File: src/design/amt_pkg.sv
package amt_pkg;

    // Motif lengths in characters and the width of the character history.
    localparam int MOTIF1_LEN = 5;
    localparam int MOTIF2_LEN = 7;
    localparam int HIST_W     = 8 * MOTIF2_LEN;
    localparam int MOTIF1_W   = 8 * MOTIF1_LEN;
    localparam int GAP_W      = 7;
    localparam int CFG_IDX_W  = 2;
    localparam int CFG_DATA_W = HIST_W;

    // Register defaults.
    localparam logic [MOTIF1_W-1:0] FIRST_MOTIF_RST  = 40'd289176764739;
    localparam logic [HIST_W-1:0]   SECOND_MOTIF_RST = 56'd20056472189944660;
    localparam logic [GAP_W-1:0]    MOTIF_GAP_RST    = 7'd17;

    // Configuration register indexes.
    localparam logic [CFG_IDX_W-1:0] REG_FIRST_MOTIF  = 2'd0;
    localparam logic [CFG_IDX_W-1:0] REG_SECOND_MOTIF = 2'd1;
    localparam logic [CFG_IDX_W-1:0] REG_MOTIF_GAP    = 2'd2;

    // Read classification reported with each result.
    typedef enum logic [1:0] {
        STATUS_OK        = 2'd0,
        STATUS_NO_FIRST  = 2'd1,
        STATUS_NO_SECOND = 2'd2,
        STATUS_BAD_GAP   = 2'd3
    } status_t;

    typedef struct packed {
        logic [MOTIF1_W-1:0] first_motif;
        logic [HIST_W-1:0]   second_motif;
        logic [GAP_W-1:0]    motif_gap;
    } amt_cfg_t;

    typedef struct packed {
        status_t    status;
        logic [7:0] insert_length;
        logic [7:0] tag_start;
    } amt_result_t;

endpackage

File: src/design/amt_cfg_regs.sv
module amt_cfg_regs (
    input  logic                          aclk,
    input  logic                          aresetn,
    input  logic                          wr_en,
    input  logic [amt_pkg::CFG_IDX_W-1:0] wr_index,
    input  logic [amt_pkg::CFG_DATA_W-1:0] wr_data,
    output amt_pkg::amt_cfg_t             cfg
);
    import amt_pkg::*;

    amt_cfg_t cfg_reg;
    amt_cfg_t cfg_next;

    // Decode the register index; indexes beyond the list are ignored.
    always_comb begin
        cfg_next = cfg_reg;
        if (wr_en) begin
            unique case (wr_index)
                REG_FIRST_MOTIF:  cfg_next.first_motif  = wr_data[MOTIF1_W-1:0];
                REG_SECOND_MOTIF: cfg_next.second_motif = wr_data[HIST_W-1:0];
                REG_MOTIF_GAP:    cfg_next.motif_gap    = wr_data[GAP_W-1:0];
                default:          cfg_next = cfg_reg;
            endcase
        end
    end

    always_ff @(posedge aclk) begin
        if (!aresetn) begin
            cfg_reg.first_motif  <= FIRST_MOTIF_RST;
            cfg_reg.second_motif <= SECOND_MOTIF_RST;
            cfg_reg.motif_gap    <= MOTIF_GAP_RST;
        end else begin
            cfg_reg <= cfg_next;
        end
    end

    assign cfg = cfg_reg;

endmodule

File: src/design/amt_matcher.sv
module amt_matcher #(
    parameter int MAX_READ_LEN = 128
) (
    input  logic                 aclk,
    input  logic                 aresetn,
    input  amt_pkg::amt_cfg_t    cfg,
    input  logic                 in_accept,
    input  logic [7:0]           in_base,
    input  logic                 in_last,
    output logic                 res_valid,
    output amt_pkg::amt_result_t res
);
    import amt_pkg::*;

    localparam int PW = $clog2(MAX_READ_LEN + 1);
    localparam int WW = (PW > 8) ? PW : 8;

    logic [PW-1:0]     position_reg, position_next;
    logic [HIST_W-1:0] history_reg, history_next;
    logic [2:0]        hist_cnt_reg, hist_cnt_next;
    logic              first_found_reg, first_found_next;
    logic [PW-1:0]     first_start_reg, first_start_next;
    logic              second_found_reg, second_found_next;
    logic [PW-1:0]     second_start_reg, second_start_next;

    logic          in_range;
    logic          hit1;
    logic          hit2;
    logic [PW-1:0] s2_start;
    logic [PW-1:0] first_end;
    logic [WW-1:0] tag_w;
    logic [WW-1:0] ins_w;
    logic [WW-1:0] spacing_w;

    // Shift in the new character and update the motif tracking state.
    always_comb begin
        position_next     = position_reg;
        history_next      = history_reg;
        hist_cnt_next     = hist_cnt_reg;
        first_found_next  = first_found_reg;
        first_start_next  = first_start_reg;
        second_found_next = second_found_reg;
        second_start_next = second_start_reg;
        hit1              = 1'b0;
        hit2              = 1'b0;
        in_range          = position_reg < PW'(MAX_READ_LEN);
        s2_start          = position_reg - PW'(MOTIF2_LEN - 1);

        if (in_accept && in_range) begin
            history_next  = {history_reg[HIST_W-9:0], in_base};
            hist_cnt_next = (hist_cnt_reg < 3'(MOTIF2_LEN)) ? hist_cnt_reg + 3'd1
                                                            : hist_cnt_reg;
            position_next = position_reg + PW'(1);

            // A new first motif restarts the search for the second one.
            hit1 = (hist_cnt_next >= 3'(MOTIF1_LEN)) &&
                   (history_next[MOTIF1_W-1:0] == cfg.first_motif);
            if (hit1) begin
                first_found_next  = 1'b1;
                first_start_next  = position_reg - PW'(MOTIF1_LEN - 1);
                second_found_next = 1'b0;
                second_start_next = '0;
            end

            // Keep only the earliest second motif past the first motif's end.
            hit2 = first_found_next && !second_found_next &&
                   (hist_cnt_next == 3'(MOTIF2_LEN)) &&
                   (history_next == cfg.second_motif) &&
                   (s2_start >= first_start_next + PW'(MOTIF1_LEN));
            if (hit2) begin
                second_found_next = 1'b1;
                second_start_next = s2_start;
            end
        end
    end

    // Classify the read from the state after the final character.
    always_comb begin
        first_end = first_start_next + PW'(MOTIF1_LEN);
        ins_w     = WW'(first_start_next);
        tag_w     = WW'(first_end);
        spacing_w = WW'(second_start_next - first_end);
        res_valid = in_accept && in_last;
        if (!first_found_next) begin
            res.status        = STATUS_NO_FIRST;
            res.insert_length = '0;
            res.tag_start     = '0;
        end else begin
            res.insert_length = ins_w[7:0];
            res.tag_start     = tag_w[7:0];
            if (!second_found_next) begin
                res.status = STATUS_NO_SECOND;
            end else if (spacing_w != WW'(cfg.motif_gap)) begin
                res.status = STATUS_BAD_GAP;
            end else begin
                res.status = STATUS_OK;
            end
        end
    end

    // The per-read state is cleared after the final character.
    always_ff @(posedge aclk) begin
        if (!aresetn || (in_accept && in_last)) begin
            position_reg     <= '0;
            history_reg      <= '0;
            hist_cnt_reg     <= '0;
            first_found_reg  <= 1'b0;
            first_start_reg  <= '0;
            second_found_reg <= 1'b0;
            second_start_reg <= '0;
        end else begin
            position_reg     <= position_next;
            history_reg      <= history_next;
            hist_cnt_reg     <= hist_cnt_next;
            first_found_reg  <= first_found_next;
            first_start_reg  <= first_start_next;
            second_found_reg <= second_found_next;
            second_start_reg <= second_start_next;
        end
    end

endmodule

File: src/design/amt_out_buf.sv
module amt_out_buf (
    input  logic                 aclk,
    input  logic                 aresetn,
    input  logic                 push,
    input  amt_pkg::amt_result_t push_data,
    output logic                 not_full,
    output logic                 out_valid,
    input  logic                 out_ready,
    output amt_pkg::amt_result_t out_data
);
    import amt_pkg::*;

    logic [1:0]  count_reg, count_next;
    amt_result_t slot0_reg, slot0_next;
    amt_result_t slot1_reg, slot1_next;
    logic        pop;

    assign out_valid = count_reg != 2'd0;
    assign not_full  = count_reg != 2'd2;
    assign out_data  = slot0_reg;
    assign pop       = out_valid && out_ready;

    // Two-entry buffer; slot 0 always holds the oldest result beat.
    always_comb begin
        count_next = count_reg;
        slot0_next = slot0_reg;
        slot1_next = slot1_reg;
        if (pop && !push) begin
            slot0_next = slot1_reg;
            count_next = count_reg - 2'd1;
        end else if (push && !pop) begin
            if (count_reg == 2'd0) begin
                slot0_next = push_data;
            end else begin
                slot1_next = push_data;
            end
            count_next = count_reg + 2'd1;
        end else if (push && pop) begin
            if (count_reg == 2'd1) begin
                slot0_next = push_data;
            end else begin
                slot0_next = slot1_reg;
                slot1_next = push_data;
            end
        end
    end

    always_ff @(posedge aclk) begin
        if (!aresetn) begin
            count_reg <= '0;
        end else begin
            count_reg <= count_next;
        end
    end

    always_ff @(posedge aclk) begin
        slot0_reg <= slot0_next;
        slot1_reg <= slot1_next;
    end

endmodule

File: src/design/adaptor_motif_trimmer.sv
// Adaptor motif trimmer.
// The slave channel takes one read character per beat (s_tdata[7:0]) with
// s_tlast on the final character. Reads must not be empty. On the final
// beat one result beat leaves on the master channel: m_tuser carries the
// status, m_tdata the insert length and the tag start.
// Throughput is one character per cycle while s_tready is high: the history shift and
// both motif compares finish in the accepting cycle. With the buffer empty, the result
// appears on m_tvalid in the cycle after the final character is accepted.
// Results wait in a two-entry output buffer, so characters keep flowing while
// one result is pending; s_tready drops only when both entries are full.
// The cfg channel writes first_motif (0), second_motif (1) and motif_gap (2);
// cfg_ready is always high and writes belong between reads.
// Synchronous reset clears the per-read state and the buffer and reloads the
// default motifs and gap.
module adaptor_motif_trimmer #(
    parameter int MAX_READ_LEN = 128
) (
    input  logic                           aclk,
    input  logic                           aresetn,
    // Read characters.
    input  logic                           s_tvalid,
    output logic                           s_tready,
    input  logic [7:0]                     s_tdata,  // [7:0] base
    input  logic                           s_tlast,
    // Per-read results.
    output logic                           m_tvalid,
    input  logic                           m_tready,
    output logic [15:0]                    m_tdata,  // [7:0] insert_length, [15:8] tag_start
    output logic [1:0]                     m_tuser,  // [1:0] status
    // Register writes.
    input  logic                           cfg_valid,
    output logic                           cfg_ready,
    input  logic [amt_pkg::CFG_IDX_W-1:0]  cfg_index,
    input  logic [amt_pkg::CFG_DATA_W-1:0] cfg_data
);
    import amt_pkg::*;

    amt_cfg_t    cfg;
    amt_result_t res;
    amt_result_t out_res;
    logic        res_valid;
    logic        in_accept;
    logic        buf_not_full;

    assign cfg_ready = 1'b1;
    assign s_tready  = buf_not_full;
    assign in_accept = s_tvalid && s_tready;

    amt_cfg_regs u_cfg (
        .aclk     (aclk),
        .aresetn  (aresetn),
        .wr_en    (cfg_valid && cfg_ready),
        .wr_index (cfg_index),
        .wr_data  (cfg_data),
        .cfg      (cfg)
    );

    amt_matcher #(
        .MAX_READ_LEN (MAX_READ_LEN)
    ) u_match (
        .aclk      (aclk),
        .aresetn   (aresetn),
        .cfg       (cfg),
        .in_accept (in_accept),
        .in_base   (s_tdata),
        .in_last   (s_tlast),
        .res_valid (res_valid),
        .res       (res)
    );

    amt_out_buf u_obuf (
        .aclk      (aclk),
        .aresetn   (aresetn),
        .push      (res_valid),
        .push_data (res),
        .not_full  (buf_not_full),
        .out_valid (m_tvalid),
        .out_ready (m_tready),
        .out_data  (out_res)
    );

    assign m_tuser = out_res.status;
    assign m_tdata = {out_res.tag_start, out_res.insert_length};

endmodule
File: config.mk
export PLATFORM = sky130hd
export DESIGN_NAME = adaptor_motif_trimmer
export DESIGN_NICKNAME = d
export VERILOG_FILES = /design/src/design/amt_pkg.sv /design/src/design/amt_cfg_regs.sv /design/src/design/amt_matcher.sv /design/src/design/amt_out_buf.sv /design/src/design/adaptor_motif_trimmer.sv
export SDC_FILE = /design/constraint.sdc
export NUM_CORES = 1
export LEC_CHECK = 0
export ABC_AREA = 1
export BUFFER_PORTS_ARGS = -buffer_cell sky130_fd_sc_hd__buf_2
export CORE_MARGIN = 2
export CORE_UTILIZATION = 35
export DETAILED_ROUTE_END_ITERATION = 7
export GPL_TIMING_DRIVEN = 0
export PLACE_DENSITY_LB_ADDON = 0.05
export SLEW_MARGIN = 30
export SYNTH_ARGS = -nofsm -noshare
export SYNTH_HDL_FRONTEND = slang
export SYNTH_SLANG_ARGS = --single-unit
export TNS_END_PERCENT = 5
File: constraint.sdc
create_clock -name aclk -period 7.7 [get_ports aclk]
set_input_delay 0.385 -clock aclk [delete_from_list [all_inputs] [get_ports aclk]]
set_output_delay 0.385 -clock aclk [all_outputs]
set_load 0.02 [all_outputs]
==> results.py, run 1 <==
metrics = {
    "grt": {
        "grtUsageTotal_pct": 23.4,
        "grt_pass1_vias": 9504,
        "antenna_found_initial": 0,
        "grt-ovfl-total": 0,
        "grt_max_degree": 14,
        "grt_pass1_wl_um": 57600,
    },
    "layout": {
        "syn_to_final_growth_pct": 18.7,
        "fill_cells": 3271,
        "final_nets": 1663,
        "largest_reg_flops": 103,
        "fin_cells": 1979,
        "diodes": 0,
        "multiInputGateArea_um2": 5350,
        "ff_latch_area_um2": 4720,
        "layout-drive-gt1-share_pct": 14.8,
    },
    "logic_synthesis": {
        "ys_top_cells_by_area": "dfxtp_1, edfxtp_1, nand2_1",
        "synth_top_area_share_pct": 33.5,
        "synth_cell_types": 48,
        "synth_flop_cell": "dfxtp_1",
        "synth.yosys.seq_area_share_pct": 43.4,
        "synthesis.nets": 1539,
        "avgSynthCellArea_um2": 7.57,
        "ys_seq_elements": 218,
        "ys_top_cells_by_count": "nand2_1, nor2_1, dfxtp_1, o21ai_0, inv_1",
        "async_reset_ff_share_pct": 0,
        "synth_edf_count": 36,
        "yosys_warnings": 0,
        "synth_most_common_cell": "nand2_1",
        "yosysTopAreaCell": "dfxtp_1",
        "syn-cell-area_um2": 10900,
        "syn-instance-count": 1438,
    },
    "detailed_routing": {
        "vias": 9831,
        "ant_nets": 0,
        "avgViaCountPerCell": 4.97,
        "wl_per_cell_um": 19.6,
        "drt-total-wl_um": 38700,
        "dr.pass1.iters": 7,
        "drcViolationCount": 0,
        "drt-initial-drc-count": 585,
    },
    "clocking": {
        "clock_latency_ns": 0.55,
        "cts_sinks": 218,
        "max-clock-path-buffers": 3,
        "cts.htree.levels": 1,
        "clkSlewWorstSetupHoldPaths_ns": 0.07,
        "root_buffer": "clkbuf_16",
        "cts_tree": "done",
        "cts_hold_buf": 0,
        "post_cts_buffers": 0,
        "cts_buffers": 27,
        "cts_resized": 0,
    },
    "timing": {
        "skew_ns": 0.0289,
        "tns_ns": 0,
        "post-route-period-util_pct": 86.1,
        "period_needed_ns": 6.63,
        "hold_violations": 0,
        "max_slew_margin_pct": 33.7,
        "final-setup-viol-count": 0,
        "timing.fmax_ghz": 0.151,
        "worst_slew_pin_slew_ns": 0.995,
        "rsz0062_at_grt": "false",
        "drv_slew": 0,
    },
    "setup_path": {
        "r2r_end": "u_obuf.out_data[16]",
        "critPathRequiredTime_ns": 7.99,
        "path_class": "flop to flop",
        "slowest_stage": "xnor2_1",
        "cp-start-kind": "flop",
        "max_stage_delay_ns": 0.50,
        "critical_path_arrival_ns": 6.92,
        "path_common_cell": "nand2_1",
        "crit_buf_inv": 3,
        "worst_r2r_path_depth": 35,
        "cp-end-kind": "flop",
        "worst_path_dominant_cell_family": "simple AND/OR/NAND/NOR gates",
        "critPathMaxFanout": 10,
        "rrSetupSlack_ns": 1.07,
        "regToRegStartpoint": "u_match.history_reg[12]",
    },
    "floorplan": {
        "initial_core_util_pct": 35.6,
        "die_area_um2": 32500,
        "core_um2": 30600,
        "rows": 64,
        "dieWidth_um": 180,
        "top_level_ports": 93,
        "fp.dieH_um": 180,
    },
    "place": {
        "place_congestion": 0.929,
        "portBuffers": 91,
        "hpwlAfterDp_um": 29700,
        "placed_cells": 1929,
    },
    "hold_path": {
        "holdPathEnd": "u_cfg.cfg[53]",
        "hp-class": "input pin to flop",
        "min_path_cells": 3,
        "hp-start": "cfg_data[46]",
    },
    "power_and_ir_drop": {
        "ir_drop_mv": 0.173,
        "intPower_mw": 2.50,
        "clkPwrFrac_pct": 41.1,
        "finalPower_mw": 3.64,
        "p_per_area_nw_per_um2": 281,
        "leakage_nw": 5.59,
        "power_frac_seq_pct": 38.4,
        "switching_share_pct": 31.3,
        "combPwrFrac_pct": 20.5,
        "p_sw_mw": 1.14,
    },
    "job": {
        "cap_violations": 0,
    },
    "status": {
        "status": "finished, final reports clean",
    },
}
worst reg2reg max path, delay by kind of cell (launching register included):
| kind | cells | cell delay [ns] |
|---|---|---|
| XOR/XNOR | 3 | 0.83 |
| buffers and inverters | 3 | 0.50 |
| adder cells (fa/ha/maj) | 2 | 0.78 |
| AO/OA/AOI/OAI | 6 | 1.22 |
| AND/OR/NAND/NOR | 21 | 2.64 |
| flip-flops | 1 | 0.40 |
worst max path at each step:
| stage | from | to | slack, ns | depth (start not counted) |
|---|---|---|---|---|
| 2_1_floorplan | u_match.hist_cnt_reg[0] | u_obuf.out_data[17] | 2.35 | 40 |
| 3_3_place_gp | s_tdata[2] | u_obuf.out_data[16] | 1.25 | 40 |
| 3_5_place_dp | u_match.history_reg[12] | u_obuf.out_data[16] | 1.24 | 35 |
| 4_1_cts | u_match.history_reg[12] | u_obuf.out_data[16] | 1.17 | 35 |
| 5_1_grt | u_match.history_reg[12] | u_obuf.out_data[16] | 0.51 | 36 |
| 6_report | u_match.history_reg[12] | u_obuf.out_data[16] | 1.07 | 35 |
cell families (layout without fill, tap and decap cells):
kind of cell	Yosys count	in the layout	synth area share, %
buffers and inverters	214	359	7.53
adders and majority gates	29	29	3.40
and+or+nand+nor	609	609	24.2
other	1	1	0.0345
DFF	218	218	43.4
xor gates and xnor gates	85	85	6.91
AOI/OAI and AO/OA	268	268	13.1
muxes	14	14	1.45
cells in the final DEF (no fill, tap or decap), types with 48 or more instances in the layout:
master	count
a21oi_1	98
buf_2	95
clkbuf_1	54
dfxtp_1	182
inv_1	129
nand2_1	278
nand3_1	48
nor2_1	202
o21ai_0	138
xnor2_1	59
per-stage QoR:
stage | hold slack, ns | utilization [%] | instance area [um^2] | worst slack [ns]
global route | 0.0622 | 42.2 | 12900 | 0.512
finish | 0.0598 | 42.2 | 12900 | 1.07
global placement | 0.455 | 38.7 | 11800 | 1.25
CTS | 0.0459 | 42.2 | 12900 | 1.17
floorplan | 0.442 | - | 10900 | 2.35
detailed placement | 0.461 | 38.8 | 11900 | 1.24
power by group through the flow:
stage / combinational [mW] / sequential, mW / clock [mW]
floorplan: 0.434 / 1.44 / 0
global placement: 0.734 / 1.42 / 0
detailed placement: 0.746 / 1.42 / 0
CTS: 0.750 / 1.40 / 1.52
global route: 0.819 / 1.41 / 1.56
finish: 0.747 / 1.40 / 1.49
layer usage:
| metal | wire (um) | part of all wire, % | GRT usage [%] |
|---|---|---|---|
| met1 | 16700 | 43 | 29.3 |
| met2 | 19400 | 50 | 42.6 |
| met4 | 1100 | 2.8 | 6.13 |
| met3 | 1600 | 4.1 | 2.73 |
| met5 | 0 | 0 | 0 |
cell type report:
class	instances	share of cell area, %
timing repair buffer	95	3.79
multi-input combinational	1006	41.4
inverter	154	4.53
clock inverter	22	2.79
sequential	218	36.6
buffer	60	1.81
clock buffer	28	5.26
tap	396	3.83
No activity file was read; power rests on OpenSTA's default activity.
==> run 2: changes to the inputs <==
--- a/config.mk
+++ b/config.mk
@@ -7,13 +7,13 @@
 export LEC_CHECK = 0
 export ABC_AREA = 1
 export BUFFER_PORTS_ARGS = -buffer_cell sky130_fd_sc_hd__buf_2
-export CORE_MARGIN = 2
+export CORE_MARGIN = 8
 export CORE_UTILIZATION = 35
 export DETAILED_ROUTE_END_ITERATION = 7
 export GPL_TIMING_DRIVEN = 0
 export PLACE_DENSITY_LB_ADDON = 0.05
+export REMOVE_ABC_BUFFERS = 1
 export SLEW_MARGIN = 30
 export SYNTH_ARGS = -nofsm -noshare
 export SYNTH_HDL_FRONTEND = slang
 export SYNTH_SLANG_ARGS = --single-unit
-export TNS_END_PERCENT = 5
==> results.py, run 2 (synthesis results as in run 1) <==
metrics = {
    "status": {
        "status": "finished, final reports clean",
    },
    "setup_path": {
        "path_class": "flop to flop",
        "cp-end-kind": "flop",
        "slowest_stage": "fa_1",
        "critPathRequiredTime_ns": 7.98,
        "critical_path_arrival_ns": 6.57,
        "cp-start-kind": "flop",
        "critPathMaxFanout": 14,
        "max_stage_delay_ns": 0.40,
        "path_common_cell": "nand2_1",
    },
    "job": {
        "cap_violations": 0,
    },
    "detailed_routing": {
        "wl_per_cell_um": 16.2,
        "wirelength_met1_um": 14000,
        "met3_length_um": 1030,
        "dr.pass1.iters": 4,
        "vias": 9139,
        "drcViolationCount": 0,
        "drt-initial-drc-count": 351,
        "ant_nets": 0,
        "wl_met2_um": 15600,
        "avgViaCountPerCell": 4.72,
        "drt-total-wl_um": 31400,
        "dr.max_layer_used": "met4",
    },
    "place": {
        "dpl_cell_area_um2": 11900,
        "hpwlAfterDp_um": 23500,
        "portBuffers": 91,
        "dp_slack_ns": 1.34,
        "placed_cells": 1890,
        "place_congestion": 0.799,
    },
    "clocking": {
        "cts_resized": 0,
        "root_buffer": "clkbuf_16",
        "cts_tree": "done",
        "max-clock-path-buffers": 3,
        "cts_hold_buf": 0,
        "post_cts_buffers": 0,
        "clock_latency_ns": 0.53,
        "cts_buffers": 26,
        "clkSlewWorstSetupHoldPaths_ns": 0.06,
        "cts.htree.levels": 1,
        "cts_sinks": 218,
    },
    "layout": {
        "diodes": 0,
        "syn_to_final_growth_pct": 17.1,
        "design_area_um2": 12700,
        "layout-drive-gt1-share_pct": 16.2,
        "final_nets": 1623,
        "mostFrequentLayoutCell": "nand2_1",
        "fin_cells": 1937,
        "largest_reg_flops": 103,
        "most-common-layout-cells": "nand2_1, nor2_1, dfxtp_1, o21ai_0, inv_1",
    },
    "hold_path": {
        "hp-class": "input pin to flop",
    },
    "timing": {
        "hold_violations": 0,
        "drv_slew": 0,
        "max_slew_margin_pct": 43.8,
        "fin_ws_ns": 1.41,
        "period_needed_ns": 6.29,
        "skew_ns": 0.00974,
        "tns_ns": 0,
        "worst_slew_pin_slew_ns": 0.840,
        "post-route-period-util_pct": 81.7,
        "final-setup-viol-count": 0,
        "timing.fmax_ghz": 0.159,
        "rsz0062_at_grt": "false",
        "holdWs_ns": 0.0669,
    },
    "grt": {
        "grt_max_degree": 81,
        "grt_pass1_vias": 9058,
        "grtUsageTotal_pct": 17.1,
        "grt-ovfl-total": 0,
        "grt_pass1_wl_um": 50000,
        "antenna_found_initial": 0,
    },
    "power_and_ir_drop": {
        "leakage_nw": 5.57,
        "ir_drop_mv": 0.130,
        "p_per_area_nw_per_um2": 257,
    },
    "floorplan": {
        "initial_core_util_pct": 35.6,
        "dieWidth_um": 192,
        "fp.dieH_um": 192,
        "rows": 64,
        "core_um2": 30600,
        "top_level_ports": 93,
        "die_area_um2": 37000,
    },
}
[run 2: cell types whose count changed in the layout (fill, tap and decap cells not counted), moves of 3 or more]
cell        previous run  this run
buf_4                  4        13
buf_6                  1         9
clkbuf_8               0         3
clkbuf_1              54         4
clkinv_2               5        11
inv_1                129       125
buf_16                 0         3
inv_6                  4         0
clkinvlp_4             3         0
bufinv_16              9         1
buf_2                 95        90
[run 2: layer usage]
metal / up-vias / GRT usage (%)
met1: 4161 / 20.6
li1: 4810 / -
met4: 0 / 4.61
met2: 115 / 31.0
met5: - / 0
met3: 53 / 2.51
[run 2: area by class of cell]
| type | instances | area (um^2) |
|---|---|---|
| Clock buffer | 34 | 732 |
| Clock inverter | 13 | 86.3 |
| Fill cell | 3294 | 17800 |
| Inverter | 154 | 591 |
| Multi-Input combinational cell | 1006 | 5360 |
| Sequential cell | 218 | 4720 |
| Tap cell | 396 | 495 |
| Timing Repair Buffer | 116 | 752 |
[run 2: worst paths after layout]
kind | slack, ns | from | endpoint | cells past startpoint
hold reg to reg | 0.47 | u_cfg.cfg[34] | u_cfg.cfg[34] | 2
setup / recovery | 1.41 | u_match.history_reg[28] | u_obuf.out_data[16] | 42
hold / removal | 0.07 | cfg_data[48] | u_cfg.cfg[55] | 3
setup reg to reg | 1.41 | u_match.history_reg[28] | u_obuf.out_data[16] | 42
[run 2: critical path, delay by kind of cell, from the launching register on]
family	cells	cell delay (ns)
fa+ha+maj	4	1.01
buf+inv	6	0.34
compound gates	7	1.13
xor+xnor	3	0.63
simple gates	22	2.56
flops	1	0.37
[run 2: stage by stage]
step | power, mW | utilization (%)
after floorplan | 1.85 | -
after global placement | 2.10 | 37.9
after detailed placement | 2.13 | 39.0
after CTS | 3.33 | 41.7
after global routing | 3.47 | 41.7
final | 3.28 | 41.7
[run 2: power by group]
part	internal (mW)	leakage, nW	switching [mW]
clock network	0.697	0.413	0.487
registers	1.30	1.83	0.0803
logic	0.256	3.32	0.455
total	2.26	5.57	1.02
==> run 3: changes to the inputs <==
==> constraint.sdc (replaced) <==
create_clock -name aclk -period 5.05 [get_ports aclk]
set_input_delay 0.2525 -clock aclk [delete_from_list [all_inputs] [get_ports aclk]]
set_output_delay 0.2525 -clock aclk [all_outputs]
set_load 0.02 [all_outputs]
==> results.py, run 3 (synthesis results as in run 1) <==
metrics = {
    "setup_path": {
        "critPathRequiredTime_ns": 5.31,
        "path_common_cell": "nand2_2",
        "cp-start-kind": "flop",
        "critPathMaxFanout": 5,
        "worst_path_dominant_cell_family": "simple AND/OR/NAND/NOR gates",
        "path_class": "flop to flop",
        "cp-end-kind": "flop",
        "max_stage_delay_ns": 0.36,
        "critical_path_arrival_ns": 5.66,
        "crit_buf_inv": 6,
        "slowest_stage": "dfxtp_4",
    },
    "floorplan": {
        "top_level_ports": 93,
        "dieWidth_um": 192,
        "die_area_um2": 37000,
        "rows": 64,
        "core_um2": 30600,
        "fp.dieH_um": 192,
        "initial_core_util_pct": 35.6,
    },
    "timing": {
        "hold_violations": 0,
        "post-route-period-util_pct": 107,
        "drv_slew": 0,
        "final-setup-viol-count": 4,
        "holdWs_ns": 0.0138,
        "skew_ns": 0.0102,
        "rsz0062_at_grt": "true",
        "worst_slew_pin_slew_ns": 0.876,
        "max_slew_margin_pct": 41.4,
        "fin_ws_ns": -0.355,
        "timing.fmax_ghz": 0.185,
        "period_needed_ns": 5.40,
    },
    "layout": {
        "most-common-layout-cells": "nand2_1, nor2_1, dfxtp_1, o21ai_0, inv_1",
        "syn_to_final_growth_pct": 28.4,
        "design_area_um2": 14000,
        "layout-drive-gt1-share_pct": 23.0,
        "final_nets": 1701,
        "utilization_pct": 45.7,
        "largest_reg_flops": 103,
        "diodes": 0,
        "mostFrequentLayoutCell": "nand2_1",
    },
    "hold_path": {
        "hp-class": "input pin to flop",
    },
    "detailed_routing": {
        "drt-initial-drc-count": 360,
        "ant_nets": 0,
        "dr.pass1.iters": 4,
        "vias": 9564,
        "wl_per_cell_um": 16.0,
        "drt-total-wl_um": 32200,
        "drcViolationCount": 0,
        "avgViaCountPerCell": 4.75,
    },
    "grt": {
        "antenna_found_initial": 0,
        "grt_pass1_wl_um": 51800,
        "grtUsageTotal_pct": 17.6,
        "grt_max_degree": 81,
        "grt_pass1_vias": 9587,
        "grt-ovfl-total": 0,
    },
    "clocking": {
        "clkSlewWorstSetupHoldPaths_ns": 0.06,
        "cts.htree.levels": 1,
        "cts_sinks": 218,
        "root_buffer": "clkbuf_16",
        "max-clock-path-buffers": 3,
        "clock_latency_ns": 0.53,
        "cts_tree": "done",
        "cts_buffers": 26,
    },
    "place": {
        "portBuffers": 91,
        "dp_slack_ns": -1.24,
        "dpl_cell_area_um2": 11900,
        "hpwlAfterDp_um": 23500,
        "place_congestion": 0.799,
    },
    "power_and_ir_drop": {
        "ir_drop_mv": 0.198,
        "p_per_area_nw_per_um2": 366,
        "leakage_nw": 5.99,
    },
    "status": {
        "violations": "negative setup slack",
        "status": "finished with violations",
    },
    "job": {
        "cap_violations": 0,
    },
}
[run 3: changes by cell type in the layout (fill, tap and decap cells not counted), moves of 9 or more]
cell / before / now
a21oi_1: 98 / 89
dfxtp_2: 0 / 19
xnor2_1: 59 / 46
dlygate4sd3_1: 0 / 53
xnor2_2: 0 / 10
nand2_2: 20 / 35
dfxtp_1: 182 / 156
nand2_1: 278 / 262
buf_4: 13 / 35
[run 3: final cells by class]
class | count | area [um^2]
sequential | 218 | 4770
clock buffer | 34 | 732
clock inverter | 13 | 86.3
timing repair buffer | 194 | 1490
inverter | 154 | 596
fill | 3197 | 16600
tap | 396 | 495
multi-input combinational | 1006 | 5790
[run 3: repair_timing]
action                                  CTS  global route
endpoints found under the hold margin    76             0
gates cloned                              0             0
pin swaps                                34            25
setup buffers                            21             4
hold buffers                             53             0
gates resized for setup                  92            39
endpoints found under the setup margin    4             4
[run 3: report_power, final]
group	leakage, nW	total [mW]	internal, mW	switching (mW)
Clock	0.413	1.81	1.06	0.747
Combinational	3.73	1.18	0.456	0.721
Sequential	1.84	2.13	2.00	0.133
[run 3: metal layers]
metal	up-vias	part of all wire, %	GRT usage [%]
met3	55	3.3	2.37
met2	147	50	32.6
li1	4967	-	-
met1	4395	44	21.0
met5	-	0	0
met4	0	2.7	4.61
[run 3: path summary, 6_finish.rpt]
path	from	to	slack, ns	depth (start not counted)
worst max-delay path	u_match.hist_cnt_reg[0]	u_obuf.out_data[17]	-0.35	39
worst min register to register	u_cfg.cfg[34]	u_cfg.cfg[34]	0.47	2
worst min-delay path	cfg_data[1]	u_cfg.cfg[64]	0.01	3
worst max register to register	u_match.hist_cnt_reg[0]	u_obuf.out_data[17]	-0.35	39
[run 3: worst reg2reg max path: cells and delay by family, from the launching register on]
kind                     cells  cell delay (ns)
AO/OA/AOI/OAI                8             0.98
adder cells (fa/ha/maj)      4             0.99
AND/OR/NAND/NOR             18             1.74
flip-flops                   1             0.36
buffers and inverters        6             0.70
XOR/XNOR                     3             0.39
[run 3: through the flow]
step | power, mW | setup TNS, ns | instances
final | 5.12 | -1.23 | 2015
after global routing | 5.41 | -2.90 | 2015
after CTS | 5.17 | -1.57 | 2011
after detailed placement | 3.25 | -4.74 | 1890
after global placement | 3.20 | -412.03 | 1865
after floorplan | 2.82 | -1.19 | 1378
